[src/rtl/tvtd_pkg.sv]
`default_nettype none
package tvtd_pkg;

  localparam logic [20:0] REPLACEMENT = 21'h00FFFD;
  localparam logic [20:0] CODE_MAX    = 21'h10FFFF;
  localparam logic [20:0] ESC_CODE    = 21'h00001B;
  localparam logic [20:0] BEL_CODE    = 21'h000007;
  localparam logic [20:0] CSI_C1      = 21'h00009B;
  localparam logic [20:0] ST_C1       = 21'h00009C;
  localparam logic [20:0] DCS_C1      = 21'h000090;
  localparam logic [20:0] SOS_C1      = 21'h000098;
  localparam logic [20:0] OSC_C1      = 21'h00009D;
  localparam logic [20:0] PM_C1       = 21'h00009E;
  localparam logic [20:0] APC_C1      = 21'h00009F;
  localparam logic [20:0] CH_LBRACKET = 21'h00005B;
  localparam logic [20:0] CH_RBRACKET = 21'h00005D;
  localparam logic [20:0] CH_UPPER_P  = 21'h000050;
  localparam logic [20:0] CH_UPPER_X  = 21'h000058;
  localparam logic [20:0] CH_CARET    = 21'h00005E;
  localparam logic [20:0] CH_UNDER    = 21'h00005F;
  localparam logic [20:0] CH_BSLASH   = 21'h00005C;

  localparam logic [2:0] SEQ_NONE  = 3'd0;
  localparam logic [2:0] SEQ_TWO   = 3'd2;
  localparam logic [2:0] SEQ_THREE = 3'd3;
  localparam logic [2:0] SEQ_FOUR  = 3'd4;

  localparam int MAX_FFFD = 4;

  typedef enum logic [5:0] {
    MODE_GROUND     = 6'b000001,
    MODE_ESC        = 6'b000010,
    MODE_CSI        = 6'b000100,
    MODE_STRING     = 6'b001000,
    MODE_STRING_ESC = 6'b010000,
    MODE_NF         = 6'b100000
  } esc_mode_t;

  typedef struct packed {
    logic [2:0]  fffd_count;
    logic        code_valid;
    logic [20:0] code;
    logic        last;
  } cp_item_t;

  typedef struct packed {
    esc_mode_t mode;
    logic      visible;
  } filt_state_t;

  function automatic logic is_space(input logic [20:0] c);
    return (c >= 21'h09 && c <= 21'h0D) || (c >= 21'h1C && c <= 21'h20) ||
           c == 21'h85 || c == 21'hA0 || c == 21'h1680 ||
           (c >= 21'h2000 && c <= 21'h200A) || c == 21'h2028 || c == 21'h2029 ||
           c == 21'h202F || c == 21'h205F || c == 21'h3000;
  endfunction

  function automatic logic is_visible(input logic [20:0] c);
    logic hidden;
    hidden = is_space(c) || c < 21'h20 || (c >= 21'h7F && c <= 21'h9F) ||
             (c >= 21'h200B && c <= 21'h200F) || (c >= 21'h202A && c <= 21'h202E) ||
             (c >= 21'h2060 && c <= 21'h206F) || c == 21'hFEFF;
    return !hidden;
  endfunction

  function automatic esc_mode_t string_code(input logic [20:0] c);
    esc_mode_t m;
    if (c == BEL_CODE || c == ST_C1) begin
      m = MODE_GROUND;
    end else if (c == ESC_CODE) begin
      m = MODE_STRING_ESC;
    end else begin
      m = MODE_STRING;
    end
    return m;
  endfunction

  function automatic filt_state_t filter_step(input filt_state_t s, input logic [20:0] c);
    filt_state_t r;
    r = s;
    unique case (s.mode)
      MODE_ESC: begin
        if (c == CH_LBRACKET) begin
          r.mode = MODE_CSI;
        end else if (c == CH_RBRACKET || c == CH_UPPER_P || c == CH_CARET ||
                     c == CH_UNDER || c == CH_UPPER_X) begin
          r.mode = MODE_STRING;
        end else if (c >= 21'h20 && c <= 21'h2F) begin
          r.mode = MODE_NF;
        end else begin
          r.mode = MODE_GROUND;
        end
      end
      MODE_CSI: begin
        if (c >= 21'h40 && c <= 21'h7E) r.mode = MODE_GROUND;
      end
      MODE_STRING: begin
        r.mode = string_code(c);
      end
      MODE_STRING_ESC: begin
        if (c == CH_BSLASH) begin
          r.mode = MODE_GROUND;
        end else begin
          r.mode = string_code(c);
        end
      end
      MODE_NF: begin
        if (c >= 21'h30 && c <= 21'h7E) r.mode = MODE_GROUND;
      end
      default: begin
        r.mode = MODE_GROUND;
        if (c == CSI_C1) begin
          r.mode = MODE_CSI;
        end else if (c == DCS_C1 || c == SOS_C1 || c == OSC_C1 || c == PM_C1 ||
                     c == APC_C1) begin
          r.mode = MODE_STRING;
        end else if (c == ESC_CODE) begin
          r.mode = MODE_ESC;
        end else if (is_visible(c)) begin
          r.visible = 1'b1;
        end
      end
    endcase
    return r;
  endfunction

endpackage
`default_nettype wire

[src/rtl/tvtd_byte_if.sv]
`default_nettype none
interface tvtd_byte_if;
  logic       valid;
  logic       ready;
  logic [7:0] data_byte;
  logic       last_byte;

  modport source (output valid, output data_byte, output last_byte, input ready);
  modport sink (input valid, input data_byte, input last_byte, output ready);
endinterface
`default_nettype wire

[src/rtl/tvtd_result_if.sv]
`default_nettype none
interface tvtd_result_if;
  logic valid;
  logic ready;
  logic has_visible;

  modport source (output valid, output has_visible, input ready);
  modport sink (input valid, input has_visible, output ready);
endinterface
`default_nettype wire

[src/rtl/tvtd_front.sv]
`default_nettype none
module tvtd_front
  import tvtd_pkg::*;
(
  input  wire logic     clk,
  input  wire logic     rst,
  tvtd_byte_if.sink     bytes,
  output cp_item_t      push_item,
  output logic          push_valid,
  input  wire logic     push_ready
);

  logic [2:0]  seq_length, seq_length_next;
  logic [1:0]  seq_bytes_held, seq_bytes_held_next;
  logic [20:0] code_accum, code_accum_next;

  logic [7:0]  b;
  logic        cont;
  logic        do_start;
  logic        bad;
  logic [2:0]  held_ext;
  logic [2:0]  held_inc;
  logic [20:0] acc_shift;
  logic [20:0] minimum;
  cp_item_t    item;

  assign b         = bytes.data_byte;
  assign cont      = (b[7:6] == 2'b10);
  assign held_ext  = {1'b0, seq_bytes_held};
  assign held_inc  = held_ext + 3'd1;
  assign acc_shift = {code_accum[14:0], b[5:0]};
  assign minimum   = (seq_length == SEQ_TWO)   ? 21'h80 :
                     (seq_length == SEQ_THREE) ? 21'h800 : 21'h10000;
  assign bad       = acc_shift < minimum || acc_shift > CODE_MAX ||
                     (acc_shift >= 21'hD800 && acc_shift <= 21'hDFFF);

  always_comb begin
    item                = '0;
    item.last           = bytes.last_byte;
    seq_length_next     = seq_length;
    seq_bytes_held_next = seq_bytes_held;
    code_accum_next     = code_accum;
    do_start            = 1'b0;
    if (seq_length == SEQ_NONE) begin
      do_start = 1'b1;
    end else if (!cont) begin
      item.fffd_count     = held_ext;
      seq_length_next     = SEQ_NONE;
      seq_bytes_held_next = 2'd0;
      code_accum_next     = '0;
      do_start            = 1'b1;
    end else if (held_inc < seq_length) begin
      seq_bytes_held_next = held_inc[1:0];
      code_accum_next     = acc_shift;
    end else begin
      seq_length_next     = SEQ_NONE;
      seq_bytes_held_next = 2'd0;
      code_accum_next     = '0;
      if (bad) begin
        item.fffd_count = held_inc;
      end else begin
        item.code_valid = 1'b1;
        item.code       = acc_shift;
      end
    end
    if (do_start) begin
      priority if (!b[7]) begin
        item.code_valid = 1'b1;
        item.code       = {13'd0, b};
      end else if (b[7:5] == 3'b110) begin
        seq_length_next     = SEQ_TWO;
        seq_bytes_held_next = 2'd1;
        code_accum_next     = {16'd0, b[4:0]};
      end else if (b[7:4] == 4'b1110) begin
        seq_length_next     = SEQ_THREE;
        seq_bytes_held_next = 2'd1;
        code_accum_next     = {17'd0, b[3:0]};
      end else if (b[7:3] == 5'b11110) begin
        seq_length_next     = SEQ_FOUR;
        seq_bytes_held_next = 2'd1;
        code_accum_next     = {18'd0, b[2:0]};
      end else begin
        item.code_valid = 1'b1;
        item.code       = REPLACEMENT;
      end
    end
    if (bytes.last_byte) begin
      item.fffd_count     = item.fffd_count + {1'b0, seq_bytes_held_next};
      seq_length_next     = SEQ_NONE;
      seq_bytes_held_next = 2'd0;
      code_accum_next     = '0;
    end
  end

  assign push_item   = item;
  assign push_valid  = bytes.valid;
  assign bytes.ready = push_ready;

  always_ff @(posedge clk) begin
    if (rst) begin
      seq_length     <= SEQ_NONE;
      seq_bytes_held <= 2'd0;
      code_accum     <= '0;
    end else if (bytes.valid && push_ready) begin
      seq_length     <= seq_length_next;
      seq_bytes_held <= seq_bytes_held_next;
      code_accum     <= code_accum_next;
    end
  end

endmodule
`default_nettype wire

[src/rtl/tvtd_queue.sv]
`default_nettype none
module tvtd_queue
  import tvtd_pkg::*;
(
  input  wire logic     clk,
  input  wire logic     rst,
  input  wire cp_item_t push_item,
  input  wire logic     push_valid,
  output logic          push_ready,
  output cp_item_t      pop_item,
  output logic          pop_valid,
  input  wire logic     pop_ready
);

  cp_item_t   entries [2];
  logic       wr_ptr;
  logic       rd_ptr;
  logic [1:0] count;
  logic       do_push;
  logic       do_pop;

  assign push_ready = (count != 2'd2);
  assign pop_valid  = (count != 2'd0);
  assign pop_item   = entries[rd_ptr];
  assign do_push    = push_valid && push_ready;
  assign do_pop     = pop_valid && pop_ready;

  always_ff @(posedge clk) begin
    if (do_push) entries[wr_ptr] <= push_item;
  end

  always_ff @(posedge clk) begin
    if (rst) begin
      wr_ptr <= 1'b0;
      rd_ptr <= 1'b0;
      count  <= 2'd0;
    end else begin
      if (do_push) wr_ptr <= !wr_ptr;
      if (do_pop) rd_ptr <= !rd_ptr;
      count <= count + {1'b0, do_push} - {1'b0, do_pop};
    end
  end

endmodule
`default_nettype wire

[src/rtl/tvtd_back.sv]
`default_nettype none
module tvtd_back
  import tvtd_pkg::*;
(
  input  wire logic     clk,
  input  wire logic     rst,
  input  wire cp_item_t pop_item,
  input  wire logic     pop_valid,
  output logic          pop_ready,
  tvtd_result_if.source result
);

  filt_state_t st;
  filt_state_t st_next;
  logic        out_valid;
  logic        out_vis;
  logic        do_pop;

  always_comb begin
    st_next = st;
    for (int i = 0; i < MAX_FFFD; i++) begin
      if (3'(i) < pop_item.fffd_count) st_next = filter_step(st_next, REPLACEMENT);
    end
    if (pop_item.code_valid) st_next = filter_step(st_next, pop_item.code);
  end

  assign pop_ready          = !pop_item.last || !out_valid || result.ready;
  assign do_pop             = pop_valid && pop_ready;
  assign result.valid       = out_valid;
  assign result.has_visible = out_vis;

  always_ff @(posedge clk) begin
    if (rst) begin
      st.mode    <= MODE_GROUND;
      st.visible <= 1'b0;
      out_valid  <= 1'b0;
    end else begin
      if (do_pop && pop_item.last) begin
        out_valid <= 1'b1;
      end else if (result.ready) begin
        out_valid <= 1'b0;
      end
      if (do_pop) begin
        if (pop_item.last) begin
          st.mode    <= MODE_GROUND;
          st.visible <= 1'b0;
        end else begin
          st <= st_next;
        end
      end
    end
  end

  always_ff @(posedge clk) begin
    if (do_pop && pop_item.last) out_vis <= st_next.visible;
  end

endmodule
`default_nettype wire

[src/rtl/terminal_visible_text_detector.sv]
// Accepts one byte per cycle while the two-entry queue has room. The UTF-8 decoder
// writes each byte's item into the queue, and the escape filter retires up to four code
// points per byte from it and registers the result once the last byte's item is retired.
// Output is registered; while a result waits, bytes keep flowing until the next last byte
// and the byte after it fill the queue.
// Synchronous reset clears the decoder, the queue, the filter state and the output.
`default_nettype none
module terminal_visible_text_detector
  import tvtd_pkg::*;
(
  input  wire logic     clk,
  input  wire logic     rst,
  tvtd_byte_if.sink     bytes,
  tvtd_result_if.source result
);

  cp_item_t push_item;
  logic     push_valid;
  logic     push_ready;
  cp_item_t pop_item;
  logic     pop_valid;
  logic     pop_ready;

  tvtd_front u_front (
    .clk        (clk),
    .rst        (rst),
    .bytes      (bytes),
    .push_item  (push_item),
    .push_valid (push_valid),
    .push_ready (push_ready)
  );

  tvtd_queue u_queue (
    .clk        (clk),
    .rst        (rst),
    .push_item  (push_item),
    .push_valid (push_valid),
    .push_ready (push_ready),
    .pop_item   (pop_item),
    .pop_valid  (pop_valid),
    .pop_ready  (pop_ready)
  );

  tvtd_back u_back (
    .clk       (clk),
    .rst       (rst),
    .pop_item  (pop_item),
    .pop_valid (pop_valid),
    .pop_ready (pop_ready),
    .result    (result)
  );

endmodule
`default_nettype wire

[src/flat_wrapper.sv]
// flat-port wrapper written by rule: the top's interface ports become plain ports
module terminal_visible_text_detector_flat import tvtd_pkg::*;
  (clk, rst, bytes_valid, bytes_data_byte, bytes_last_byte, bytes_ready, result_valid, result_has_visible, result_ready);
  tvtd_byte_if bytes_i ();
  tvtd_result_if result_i ();
  input  wire logic clk;
  input  wire logic rst;
  input wire logic [$bits(bytes_i.valid)-1:0] bytes_valid;
  input wire logic [$bits(bytes_i.data_byte)-1:0] bytes_data_byte;
  input wire logic [$bits(bytes_i.last_byte)-1:0] bytes_last_byte;
  output wire logic [$bits(bytes_i.ready)-1:0] bytes_ready;
  output wire logic [$bits(result_i.valid)-1:0] result_valid;
  output wire logic [$bits(result_i.has_visible)-1:0] result_has_visible;
  input wire logic [$bits(result_i.ready)-1:0] result_ready;
  assign bytes_i.valid = bytes_valid;
  assign bytes_i.data_byte = bytes_data_byte;
  assign bytes_i.last_byte = bytes_last_byte;
  assign bytes_ready = bytes_i.ready;
  assign result_valid = result_i.valid;
  assign result_has_visible = result_i.has_visible;
  assign result_i.ready = result_ready;
  terminal_visible_text_detector u_core (.clk(clk), .rst(rst), .bytes(bytes_i), .result(result_i));
endmodule
[config.mk]
export PLATFORM = sky130hd
export DESIGN_NAME = terminal_visible_text_detector_flat
export DESIGN_NICKNAME = d
export VERILOG_FILES = /design/src/rtl/tvtd_pkg.sv /design/src/rtl/tvtd_byte_if.sv /design/src/rtl/tvtd_result_if.sv /design/src/rtl/tvtd_front.sv /design/src/rtl/tvtd_queue.sv /design/src/rtl/tvtd_back.sv /design/src/rtl/terminal_visible_text_detector.sv /design/src/flat_wrapper.sv
export SDC_FILE = /design/constraint.sdc
export NUM_CORES = 1
export LEC_CHECK = 0
export BUFFER_PORTS_ARGS = -buffer_cell sky130_fd_sc_hd__buf_2
export CORE_ASPECT_RATIO = 1.75
export CORE_MARGIN = 5
export CORE_UTILIZATION = 55
export DETAILED_ROUTE_END_ITERATION = 7
export PLACE_DENSITY = 0.72
export SLEW_MARGIN = 5
export SYNTH_ARGS = -nofsm -noshare
export SYNTH_HDL_FRONTEND = slang
export SYNTH_HIERARCHICAL = 1
export SYNTH_SLANG_ARGS = --single-unit
[constraint.sdc]
create_clock -name clk -period 8.02 [get_ports clk]
set_clock_uncertainty 0.2 [all_clocks]
set_input_delay 0 -clock clk [delete_from_list [all_inputs] [get_ports clk]]
set_output_delay 0 -clock clk [all_outputs]
set_load 0.02 [all_outputs]
==> impl_metrics.env <==
export IMPL_hold_path_class="flip-flop to flip-flop"
export IMPL_synth_cell_types=81
export IMPL_nets=535
export IMPL_design_area_sq_um=5530
export IMPL_start_util=0.556
export IMPL_synthTopCellsByCount="53 x edfxtp_1, 47 x nor2_1, 36 x nand2_1"
export IMPL_max_freq_mhz=291
export IMPL_worstReg2RegEnd="u_core/u_queue/entries[0][24]"
export IMPL_wl_per_cell_um=18.4
export IMPL_yosys_most_used_dff="edfxtp_1"
export IMPL_numCtsBuffers=9
export IMPL_synth_warnings=6
export IMPL_critPathCaptureType="flip-flop"
export IMPL_syn_num_nets=518
export IMPL_critical_path_endpoint="u_core/u_queue/entries[0][24]"
export IMPL_clk_latency_ps=340
export IMPL_max_slew_worst_pin_slew_ps=1220
export IMPL_p_per_area_nw_per_um2=267
export IMPL_hpwl_mm=8.25
export IMPL_dpl_cell_area_sq_um=5030
export IMPL_fillers=747
export IMPL_cap_viol_max_count=0
export IMPL_critPathLaunch="u_core/u_front/seq_length[2]"
export IMPL_synth_cells=497
export IMPL_required_ps=7900
export IMPL_crit_type="flip-flop to flip-flop"
export IMPL_port_buffers=15
export IMPL_rsz0062_at_grt="false"
export IMPL_die_w_um=81.8
export IMPL_grt_start_max_net_pins=33
export IMPL_clockBufferDepth=2
export IMPL_io_pins=16
export IMPL_grt_pass1_wl_mm=19.5
export IMPL_final_seq_area_sq_um=2250
export IMPL_drive_above_1_share=0.0944
export IMPL_r2r_slack_ps=4580
export IMPL_seq_area_frac_synth=0.454
export IMPL_die_area_sq_um=11100
export IMPL_syn_to_final_growth_pct=11.5
export IMPL_synth_area_per_cell_sq_um=9.97
export IMPL_grt_overflow=0
export IMPL_reg2reg_depth=14
export IMPL_row_count=46
export IMPL_synth_ff_latch_count=86
export IMPL_synthArstFlopShare=0
export IMPL_holdWs_ps=300
export IMPL_drv_slew=0
export IMPL_cts_repair_resized=0
export IMPL_min_period_ps=3440
export IMPL_multi_input_area_sq_um=2470
export IMPL_setup_viol=0
export IMPL_hold_viol=0
export IMPL_antenna_cells=0
export IMPL_grt_pass1_vias=4086
export IMPL_synth_most_common_cell="edfxtp_1"
export IMPL_vias=4108
export IMPL_ant_nets=0
export IMPL_ys_top_cells_by_area="edfxtp_1 32%, dfxtp_1 13%, mux2_1 5.9%"
export IMPL_path_clk_slew_ps=70
export IMPL_track_usage=0.228
export IMPL_synth_edf_count=53
export IMPL_power_leakage_nw=2.00
export IMPL_min_from="u_core/u_front/code_accum[4]"
export IMPL_dieHeight_um=136
export IMPL_peakVddDrop_v=0.000192
export IMPL_drt_total_wl_mm=11.7
export IMPL_syn_area_sq_um=4960
export IMPL_cts_max_level=3
export IMPL_start_kind="flip-flop"
export IMPL_vias_per_cell=6.43
export IMPL_finalSetupTns_ps=0
export IMPL_status="finished, final reports clean"
export IMPL_min_period_over_period=0.429
export IMPL_drtPass1Iterations=5
export IMPL_cts_tree="built"
export IMPL_path_max_fanout=5
export IMPL_drc=0
export IMPL_max_slew_margin=0.189
export IMPL_r2r_start="u_core/u_front/seq_length[2]"
export IMPL_grt_antenna_before_repair=0
export IMPL_synth_top_area_cell="edfxtp_1"
export IMPL_cts_sinks=86
export IMPL_synth_top_cell_area_share=0.321
export IMPL_drtIter0Drc=289
export IMPL_cp_arrival_ps=3320
export IMPL_core_sq_um=8920
export IMPL_place_congestion=0.921
export IMPL_root_buffer="clkbuf_16"
## routing by layer
metal,up-vias,track usage,wire length (um)
li1,1928,-,-
met1,1960,0.248,4340
met2,171,0.395,6310
met3,49,0.0360,430
met4,0,0.153,650
met5,-,0,0
## power by group
group	internal [mW]	switching (mW)	leakage [nW]
combinational	0.170	0.317	1.08
sequential	0.531	0.0257	0.768
clock	0.250	0.182	0.156
## critical path, cell delays in order (launching register included)
cell	delay (ps)
dfxtp_1	350
and2b_2	250
nand2_1	60
ha_1	170
or4_1	410
o21a_1	220
o31ai_2	360
nand2_1	130
o21ai_1	160
ha_1	160
inv_1	50
fa_1	470
nand2_1	40
o21ai_0	60
o21ai_1	100
## repair_timing
action,CTS,global route
setup endpoints to repair,0,0
hold buffers,18,0
endpoints found under the hold margin,48,0
setup buffers,0,0
## worst min path at each step
stage	end	slack [ps]	cells past startpoint
2_1_floorplan	u_core/u_back/result.valid	-130	1
3_3_place_gp	u_core/u_back/result.valid	90	3
3_5_place_dp	u_core/u_front/code_accum[1]	100	3
4_1_cts	u_core/u_front/code_accum[4]	290	2
5_1_grt	u_core/u_front/code_accum[4]	330	2
6_report	u_core/u_front/code_accum[4]	300	2
## cell type report
class / instances / share of cell area
Multi-Input combinational cell: 364 / 0.446
Sequential cell: 86 / 0.408
Timing Repair Buffer: 36 / 0.0503
Clock buffer: 9 / 0.0408
Tap cell: 120 / 0.0272
Clock inverter: 7 / 0.0163
Inverter: 17 / 0.0115
## kinds of logic (layout without fill, tap and decap cells)
group           after synthesis  count (layout)  share of synthesized area
buf+inv                      47              69                     0.0480
fa+ha+maj                     9               9                     0.0237
mux                          26              26                     0.0591
xor+xnor                      4               4                    0.00707
simple gates                195             195                      0.216
compound gates              130             130                      0.192
flops                        86              86                      0.454
## layout by cell type (no fill, tap or decap), drive strengths merged, types with 4 or more instances in the layout
cell	netlist	layout
a32oi	4	4
o31ai	8	8
ha	7	7
a31oi	8	8
mux2	26	26
nor2	47	47
nor4	11	11
nand4	10	10
nand3	13	13
o21ai	19	19
nand2	36	36
nand3b	4	4
a21bo	4	4
a31o	4	4
and2	9	9
nand2b	11	11
dfxtp	33	33
nor2b	8	8
and3	8	8
buf	17	18
a22oi	11	11
edfxtp	53	53
inv	17	21
dlygate4sd3	0	18
nor3	18	18
clkbuf	13	9
a21oi	21	21
a21o	11	11
## state kept, by name, indices dropped and copies added, names as in the netlist, named ones only
register,count
u_core/u_queue/entries,52
u_core/u_front/code_accum,15
u_core/u_back/st,7
u_core/u_front/seq_length,3
u_core/u_front/seq_bytes_held,2
u_core/u_queue/count,2
u_core/u_back/result.has_visible,1
u_core/u_back/result.valid,1
u_core/u_queue/rd_ptr,1
u_core/u_queue/wr_ptr,1
## per-stage QoR
step           utilization  std cells  power, mW  worst slack, ps
6_report             0.619        639       1.48             4580
5_1_grt              0.619        639       1.56             4370
4_1_cts              0.619        639       1.48             4580
3_5_place_dp         0.564        605       1.04             4640
3_3_place_gp         0.564        605       1.03             4730
2_1_floorplan            -        497      0.947             4890
No activity file was read; power rests on OpenSTA's default activity.
